File: config.mk
export PLATFORM = sky130hd
export DESIGN_NAME = polyev_coef_regs
export DESIGN_NICKNAME = d
export VERILOG_FILES = /design/src/polyev_pkg.sv /design/src/polyev_coef_regs.sv
export SDC_FILE = /design/constraint.sdc
export NUM_CORES = 1
export LEC_CHECK = 0
export BUFFER_PORTS_ARGS = -buffer_cell sky130_fd_sc_hd__buf_4
export CAP_MARGIN = 25
export CORE_UTILIZATION = 51
export DETAILED_ROUTE_END_ITERATION = 7
export PLACE_DENSITY = 0.89
export SLEW_MARGIN = 15
export SYNTH_ARGS = -nofsm -noshare
export SYNTH_HDL_FRONTEND = slang
export SYNTH_SLANG_ARGS = --single-unit
File: constraint.sdc
create_clock -name clk_i -period 1 [get_ports clk_i]
set_clock_uncertainty 0.15 [all_clocks]
set_input_delay 0.2 -clock clk_i [delete_from_list [all_inputs] [get_ports clk_i]]
set_output_delay 0.2 -clock clk_i [all_outputs]
set_load 0.005 [all_outputs]
File: src/polyev_pkg.sv
package polyev_pkg;

  localparam int unsigned NUM_COEFFS = 8;
  localparam int unsigned COEF_REGS  = 8;
  localparam int unsigned DATA_W     = 32;
  localparam int unsigned FRAC_W     = 16;
  localparam int unsigned PROD_W     = 2 * DATA_W;
  localparam int unsigned CFG_IDX_W  = 4;

  localparam logic signed [DATA_W-1:0] Q_ONE    = DATA_W'(1) << FRAC_W;
  localparam logic signed [DATA_W-1:0] WORD_MAX = {1'b0, {(DATA_W-1){1'b1}}};
  localparam logic signed [DATA_W-1:0] WORD_MIN = {1'b1, {(DATA_W-1){1'b0}}};
  localparam logic signed [PROD_W-1:0] HALF_LSB = PROD_W'(1) << (FRAC_W - 1);

  typedef logic [COEF_REGS-1:0][DATA_W-1:0] coef_arr_t;

  typedef struct packed {
    logic                     valid;
    logic signed [DATA_W-1:0] x;
    logic signed [DATA_W-1:0] power;
    logic signed [DATA_W-1:0] sum;
    logic                     sat;
  } link_t;

  typedef struct packed {
    logic                     sat;
    logic signed [DATA_W-1:0] val;
  } sat_word_t;

  function automatic sat_word_t clamp_word(input logic signed [PROD_W-1:0] r);
    logic [PROD_W-DATA_W:0] hi;
    sat_word_t              res;
    hi      = r[PROD_W-1:DATA_W-1];
    res.sat = !((&hi) || !(|hi));
    if (res.sat) begin
      res.val = r[PROD_W-1] ? WORD_MIN : WORD_MAX;
    end else begin
      res.val = r[DATA_W-1:0];
    end
    return res;
  endfunction

  function automatic sat_word_t rnd_sat(input logic signed [PROD_W-1:0] p);
    logic signed [PROD_W-1:0] r;
    r = (p + HALF_LSB) >>> FRAC_W;
    return clamp_word(r);
  endfunction

  function automatic sat_word_t add_sat(input logic signed [DATA_W-1:0] a,
                                        input logic signed [DATA_W-1:0] b);
    logic signed [DATA_W:0] s;
    sat_word_t              res;
    s       = {a[DATA_W-1], a} + {b[DATA_W-1], b};
    res.sat = s[DATA_W] != s[DATA_W-1];
    if (res.sat) begin
      res.val = s[DATA_W] ? WORD_MIN : WORD_MAX;
    end else begin
      res.val = s[DATA_W-1:0];
    end
    return res;
  endfunction

endpackage

File: src/polyev_coef_regs.sv
module polyev_coef_regs (
  input  logic                                 clk_i,
  input  logic                                 rst_ni,
  input  logic                                 cfg_valid_i,
  output logic                                 cfg_ready_o,
  input  logic [polyev_pkg::CFG_IDX_W-1:0]     cfg_index_i,
  input  logic [polyev_pkg::DATA_W-1:0]        cfg_data_i,
  output polyev_pkg::coef_arr_t                coef_o
);
  import polyev_pkg::*;

  coef_arr_t coef_q;

  assign cfg_ready_o = 1'b1;
  assign coef_o      = coef_q;

  always_ff @(posedge clk_i or negedge rst_ni) begin
    if (!rst_ni) begin
      coef_q <= '0;
    end else if (cfg_valid_i && (cfg_index_i < CFG_IDX_W'(COEF_REGS))) begin
      coef_q[cfg_index_i[$clog2(COEF_REGS)-1:0]] <= cfg_data_i;
    end
  end

`ifndef SYNTH
  a_write_zero: assert property (@(posedge clk_i) disable iff (!rst_ni)
    cfg_valid_i && (cfg_index_i == '0) |=> coef_o[0] == $past(cfg_data_i))
    else $error("coefficient zero not taken on transfer");

  a_drop_high: assert property (@(posedge clk_i) disable iff (!rst_ni)
    !cfg_valid_i || (cfg_index_i >= CFG_IDX_W'(COEF_REGS)) |=> $stable(coef_o))
    else $error("coefficients changed without a valid transfer");

  a_one_entry: assert property (@(posedge clk_i) disable iff (!rst_ni)
    cfg_valid_i && (cfg_index_i == CFG_IDX_W'(1)) |=> $stable(coef_o[0]))
    else $error("write to coefficient one disturbed coefficient zero");
`endif

endmodule

==> metrics.txt, run 1 <==
status=aborted with a tool error; Fail Step=global routing; Err=[ERROR GRT-0232] Routing congestion too high. Check the congestion heatmap in the GUI.; Post-Place Cell Area=13,200 um2; Async SR Flop Fraction=1.00; Chip Height=140 um; initial core utilization=0.528; Worst End Pin Type=top-level output; total track usage=0.900; Worst EP post-GRT repair=coef_o[61]; Synth area leaders=dfrtp_1 66%, mux2_2 25%, mux2_4 4.7%; CTS sink count=256; initial antenna violation count=8; post-synthesis sequential area ratio=0.664; H-tree Lvls=1; gp weighted congestion=0.777; unique cell type count in the Yosys netlist=17; ys flop type=dfrtp_1; register bit count reported by yosys=256; Mapped Nets=595; gr ovfl total=651; die width=140 um; placed cells=1,090; Ys Warns=0; io pins=296; # rows=49; Synth top cells by count=256 x dfrtp_1, 218 x mux2_2, 30 x mux2_4; clock tree buffer depth=3; pre-CTS setup slack=-0.680 ns; Syn Area/Cell=17.4 um2; most frequent cell after synthesis=dfrtp_1; largest net degree at the start of global routing=34; Cell Area, Synth=9650 um2; count of buffers from port buffering=294; number of CTS-inserted buffers=26; EDFF count, synth=0; half-perimeter wire length after placement=17.9 mm; share of the synthesized area in the top cell type=0.664; Mapped Cells=556; largest area contributor in the netlist=dfrtp_1; clock root cell=clkbuf_16
-- cell families after synthesis --
logic type / share of synthesized area
AND/OR/NAND/NOR: 0.00843
other: 0.000389
buffers and inverters: 0.0169
multiplexers: 0.310
flip-flops: 0.664
-- layer usage --
layer,GRT overflow,track usage
met1,3,0.870
met2,439,1.08
met3,5,0.753
met4,204,0.995
met5,0,0.193
-- metrics by stage --
| step | hold slack [ns] | util |
|---|---|---|
| 2_1_floorplan | -0.246 | - |
| 3_3_place_gp | -0.0381 | 0.720 |
| 3_5_place_dp | -0.0442 | 0.720 |
| 4_1_cts | 0.00311 | 0.925 |
-- timing repair --
action                                  in CTS
hold buffers                                33
resized for setup                          320
endpoints found under the setup margin     418
hold endpoints to repair                   512
pin swaps                                    5
cloned                                      12
buffers inserted                           129
==> run 2, diff against run 1 <==
- CORE_UTILIZATION: 51 -> 40
- PLACE_DENSITY: 0.89 -> not set
- PLACE_DENSITY_LB_ADDON: not set -> 0.15
==> run 2 against run 1 <==
Effect of this change: the flow now finishes, with violations (setup timing); synthesized cell count unchanged; synthesized area unchanged.
==> metrics.txt, run 2 <==
Hold Crit Class=input port to async pin; Reg area=6410 um2; # DRC=0; Synth top cells by count=256 x dfrtp_1, 218 x mux2_2, 30 x mux2_4 (unchanged); antenna viol nets, final=0; register bit count reported by yosys=256 (unchanged); half-perimeter wire length after placement=17.9 mm (about the same); Switching Fraction=0.253; RSZ-0062 raised after global routing=yes; initial core utilization=0.410 (was 0.528); Slowest Stage Delay on Critical Path=0.42 ns; Critical Path RT=0.65 ns; first-pass GRT wire length=48.6 mm; initial antenna violation count=0; Peak VDD IR=1420 uV; post-layout util=0.758; Post-Place Cell Area=13,300 um2 (was 13,200 um2); setup slack after layout=-0.448 ns; Buf/Inv on CP=1; Clock Power Share=0.281; combinational share of power=0.334; Slowest-stage cell, CP=dfrtp_1; die width=157 um (was 140 um); crit end category=output port; CTS tree=yes; Multi-input gate area=3800 um2; Final Max Tran Viols=0; count of buffers from port buffering=294 (unchanged); total track usage=0.266; Syn Area/Cell=17.4 um2 (unchanged); H-tree Lvls=1 (unchanged); reported net switching power=9780 uW; clock period minus worst slack=1.45 ns; Leak=0.00901 uW; EDFF count, synth=0 (unchanged); Ys Warns=0 (unchanged); max cap viols=0; Core ar.=23,500 um2; Final Cycle Share=1.45; clk_lat worst skew=0.53 ns; Initial DRC Count=231; unique cell type count in the Yosys netlist=17 (unchanged); status=complete, but fails checks (was aborted with a tool error); internal power=28,800 uW; Post-Route WL=34.0 mm; Layout Nets=1,164; finished layout cell area=17,800 um2; per-cell routed wire length=23.2 um; gp weighted congestion=0.776 (was 0.777); Max Clock Freq=691 MHz; Worst path top cell family by delay=flip-flops; final count of hold timing violations=0; share of the synthesized area in the top cell type=0.664 (unchanged); Syn-to-layout area delta=85.0%; io pins=296 (unchanged); crit path launch type=flop; arrival time worst endpoint=1.10 ns; number of flip-flops in the largest register=256; minimum hold slack=0.0000218 ns; DR pass1 iterations=4; Mapped Nets=595 (unchanged); clock-pin slew on the worst setup and hold paths=0.07 ns; Chip Height=157 um (was 140 um); most frequent cell after synthesis=dfrtp_1 (unchanged); WS Path Type=flop to output port; post-synthesis sequential area ratio=0.664 (unchanged); clock root cell=clkbuf_16 (unchanged); number of global-route vias before repair=7,823; most frequent cells in the layout=307 x buf_6, 256 x dfrtp_1, 196 x mux2_4; Tot Pwr=38,600 uW; largest area contributor in the netlist=dfrtp_1 (unchanged); Vias/cell=4.82; layout cell share with drive strength beyond 1=0.741; die area=24,700 um2; clock tree buffer depth=3 (unchanged); CTS sink count=256 (unchanged); CP Max Fanout=2; # setup viols final=508; fillers=1,382; antenna cells=0; largest net degree at the start of global routing=43; commonest non-fill, non-tap cell in the layout=buf_6; power share of the sequential group=0.384; Synth area leaders=dfrtp_1 66%, mux2_2 25%, mux2_4 4.7% (unchanged); crit-path cells=buf_6; Fin Setup TNS=-139.39 ns; ys flop type=dfrtp_1 (unchanged); failing checks=setup timing; Mapped Cells=556 (unchanged); Vias=7,058; Async SR Flop Fraction=1.00 (unchanged); gr ovfl total=0; number of CTS-inserted buffers=27 (was 26); Cell Pwr Density=2160 nW/um2; Cell Area, Synth=9650 um2 (unchanged); # rows=56 (was 49)
[run 2: cell counts after synthesis]
No cell type changed its count.
[run 2: layout make-up]
| type | instances | share of cell area |
|---|---|---|
| Clock buffer | 36 | 0.0425 |
| Clock inverter | 12 | 0.0109 |
| Multi-Input combinational cell | 271 | 0.213 |
| Sequential cell | 256 | 0.359 |
| Tap cell | 319 | 0.0224 |
| Timing Repair Buffer | 569 | 0.353 |
[run 2: timing repair]
item                       4_1_cts  5_1_grt
setup buffers                  139       73
hold buffers                    33        0
resized for setup              304       82
cloned                          19        3
setup endpoints to repair      454      510
hold endpoints to repair       512        0
pin swaps                        7        4
[run 2: kinds of logic after synthesis]
family	count (synthesis)	share of synthesized area
DFF	256	0.664
and+or+nand+nor	14	0.00843
buffers and inverters	29	0.0169
other	1	0.000389
muxes	256	0.310
[run 2: power groups by stage]
stage / logic [uW] / registers, uW / clock network, uW
final: 12900 / 14800 / 10900
after CTS: 11800 / 14600 / 10900
after floorplan: 3080 / 14300 / 0
after global routing: 13700 / 15000 / 11500
after detailed placement: 8330 / 14400 / 0
after global placement: 8150 / 14300 / 0
[run 2: metal layers]
layer	vias to the layer above	routed length [um]	track usage
li1	3092	-	-
met1	3645	13900	0.343
met2	262	16900	0.447
met3	59	2270	0.0639
met4	0	909	0.0721
met5	-	0	0
[run 2: worst paths after layout]
check / startpoint / to / slack (ns) / cells after the start
max: coef_o[4] / coef_o[4] / -0.45 / 1
min: rst_ni / coef_o[28] / 0.00002 / 2
max reg2reg: coef_o[132] / coef_o[132] / -0.18 / 3
min reg2reg: coef_o[153] / coef_o[153] / 0.38 / 1
max in group asynchronous: rst_ni / coef_o[98] / 0.16 / 3
min in group clk_i: cfg_index_i[3] / coef_o[101] / 0.15 / 5
[run 2: through the flow]
step                      worst slack, ns  instances
after floorplan                    -0.562        556
after global placement             -0.679       1180
after detailed placement           -0.695       1180
after CTS                          -0.450       1419
after global routing               -0.487       1463
final                              -0.448       1463
Power figures use the tool's default switching activity.
==> run 3, diff against run 2 <==
- RECOVER_POWER: not set -> 50
==> run 3 against run 2 <==
Effect of this change: the run still ends with setup timing left; utilization hardly changed; fmax did not move; sequential share of layout area about the same; via count unchanged; worst hold slack better by 0.10 ns; first-iteration DRC count stayed put; combinational power about the same; critical path type unchanged; largest cell class unchanged.
==> metrics.txt, run 3 (synthesis gave the netlist of run 2 again) <==
status=complete, but fails checks (unchanged); failing checks=setup timing (unchanged); Vias=7,058 (unchanged); Final Max Tran Viols=0 (unchanged); Vias/cell=4.82 (unchanged); gp weighted congestion=0.776 (unchanged); Syn-to-layout area delta=84.9% (was 85.0%); RSZ-0062 raised after global routing=yes (unchanged); # DRC=0 (unchanged); CP Max Fanout=2 (unchanged); setup slack after layout=-0.448 ns (unchanged); crit-path cells=buf_6 (unchanged); pre-CTS setup slack=-0.695 ns (unchanged); reg2reg start=coef_o[132] (unchanged); Slowest-stage cell, CP=dfrtp_1 (unchanged); CTS sink count=256 (unchanged); most frequent cells in the layout=307 x buf_6, 256 x dfrtp_1, 196 x mux2_4 (unchanged); r2r worst-path depth=3 (unchanged); Slowest Stage Delay on Critical Path=0.42 ns (about the same); placed cells=1,180 (unchanged); count of buffers from port buffering=294 (unchanged); Hold Crit Class=input port to async pin (unchanged); number of global-route vias before repair=7,823 (unchanged); clock tree buffer depth=3 (unchanged); number of CTS-inserted buffers=27 (unchanged); Layout Nets=1,164 (unchanged); Peak VDD IR=1420 uV (unchanged); Slew @ Worst Pin=0.610 ns; clock period minus worst slack=1.45 ns (unchanged); crit path launch type=flop (unchanged); first-pass GRT wire length=48.6 mm (unchanged); Multi-input gate area=3800 um2 (unchanged); io pins=296 (unchanged); initial antenna violation count=0 (unchanged); initial core utilization=0.410 (unchanged); commonest non-fill, non-tap cell in the layout=buf_6 (unchanged); # rows=56 (unchanged); clock root cell=clkbuf_16 (unchanged); Post-Route WL=34.0 mm (about the same); antenna viol nets, final=0 (unchanged); die area=24,700 um2 (unchanged); Critical Path RT=0.65 ns (about the same); max cap viols=0 (unchanged); slew margin rel.=0.593; Cell Pwr Density=2160 nW/um2 (about the same); post-route insts no fill=1,463 (unchanged); post-layout util=0.758 (about the same); WS Path Type=flop to output port (unchanged); layout cell share with drive strength beyond 1=0.741 (unchanged); WP depth=1 (unchanged); Final Cycle Share=1.45 (unchanged); H-tree Lvls=1 (unchanged); largest net degree at the start of global routing=43 (unchanged); Max Clock Freq=691 MHz (unchanged); total track usage=0.266 (unchanged); Leak=0.00901 uW (about the same); antenna cells=0 (unchanged); clk_lat worst skew=0.53 ns (about the same); Post-Place Cell Area=13,300 um2 (unchanged); Chip Height=157 um (unchanged); crit end category=output port (unchanged); clock-pin slew on the worst setup and hold paths=0.07 ns (about the same); Tot Pwr=38,600 uW (about the same); worst setup path startpoint=coef_o[4] (unchanged); Reg area=6410 um2 (unchanged); half-perimeter wire length after placement=17.9 mm (unchanged); # setup viols final=619 (was 508); finished layout cell area=17,800 um2 (about the same); fillers=1,382 (unchanged); gr ovfl total=0 (unchanged); final count of hold timing violations=0 (unchanged); die width=157 um (unchanged); Initial DRC Count=231 (unchanged); number of flip-flops in the largest register=256 (unchanged); DR pass1 iterations=4 (unchanged); per-cell routed wire length=23.2 um (about the same); arrival time worst endpoint=1.10 ns (about the same); Buf/Inv on CP=1 (unchanged); Worst path top cell family by delay=flip-flops (unchanged); Core ar.=23,500 um2 (unchanged); CTS tree=yes (unchanged)
==> run 3: cell count changes in the layout (fill, tap and decap cells not counted) <==
cell	delta
clkbuf_4	+1
buf_8	-1
==> run 3: worst register-to-register path, stage by stage (launching register included) <==
cell,delay [ns]
dfrtp_1,0.41
buf_6,0.13
buf_4,0.12
mux2_2,0.26
==> run 3: layer usage <==
metal,global-route usage,share of wire,vias to the layer above
li1,-,-,3092
met1,0.343,0.41,3645
met2,0.447,0.50,262
met3,0.0639,0.067,59
met4,0.0721,0.027,0
met5,0,0,-
==> run 3: per-stage QoR <==
stage          TNS (ns)  hold slack (ns)
5_1_grt         -165.25            0.113
4_1_cts         -137.02         0.000546
3_5_place_dp    -151.82          -0.0403
3_3_place_gp    -149.42          -0.0465
2_1_floorplan    -92.81           -0.246
6_report        -141.95            0.102
==> run 3: path summary, 6_finish.rpt <==
path	endpoint	slack [ns]
worst max register to register	coef_o[132]	-0.18
min in group clk_i	coef_o[101]	0.15
worst max-delay path	coef_o[4]	-0.45
worst min register to register	coef_o[153]	0.38
max in group asynchronous	coef_o[98]	-0.05
worst min-delay path	coef_o[28]	0.10
==> run 3: layout make-up <==
cell class / instances / share of cell area
clock buffers: 36 / 0.0426
clock inverters: 12 / 0.0109
multi-input cells: 271 / 0.213
flip-flops and latches: 256 / 0.359
well taps: 319 / 0.0224
repair buffers: 569 / 0.352
==> run 3: timing repair <==
action | in CTS | in global routing
pin swaps | 7 | 4
cloned | 19 | 3
resized for setup | 304 | 82
setup buffers | 139 | 73
setup endpoints to repair | 454 | 510
hold buffers | 33 | 0
endpoints found under the hold margin | 512 | 0
==> run 3: report_power, final <==
group | total (uW) | internal, uW | switching (uW) | leakage (uW)
logic | 12900 | 9420 | 3480 | 0.00540
registers | 14800 | 12800 | 2040 | 0.00314
clock network | 10900 | 6610 | 4260 | 0.000469
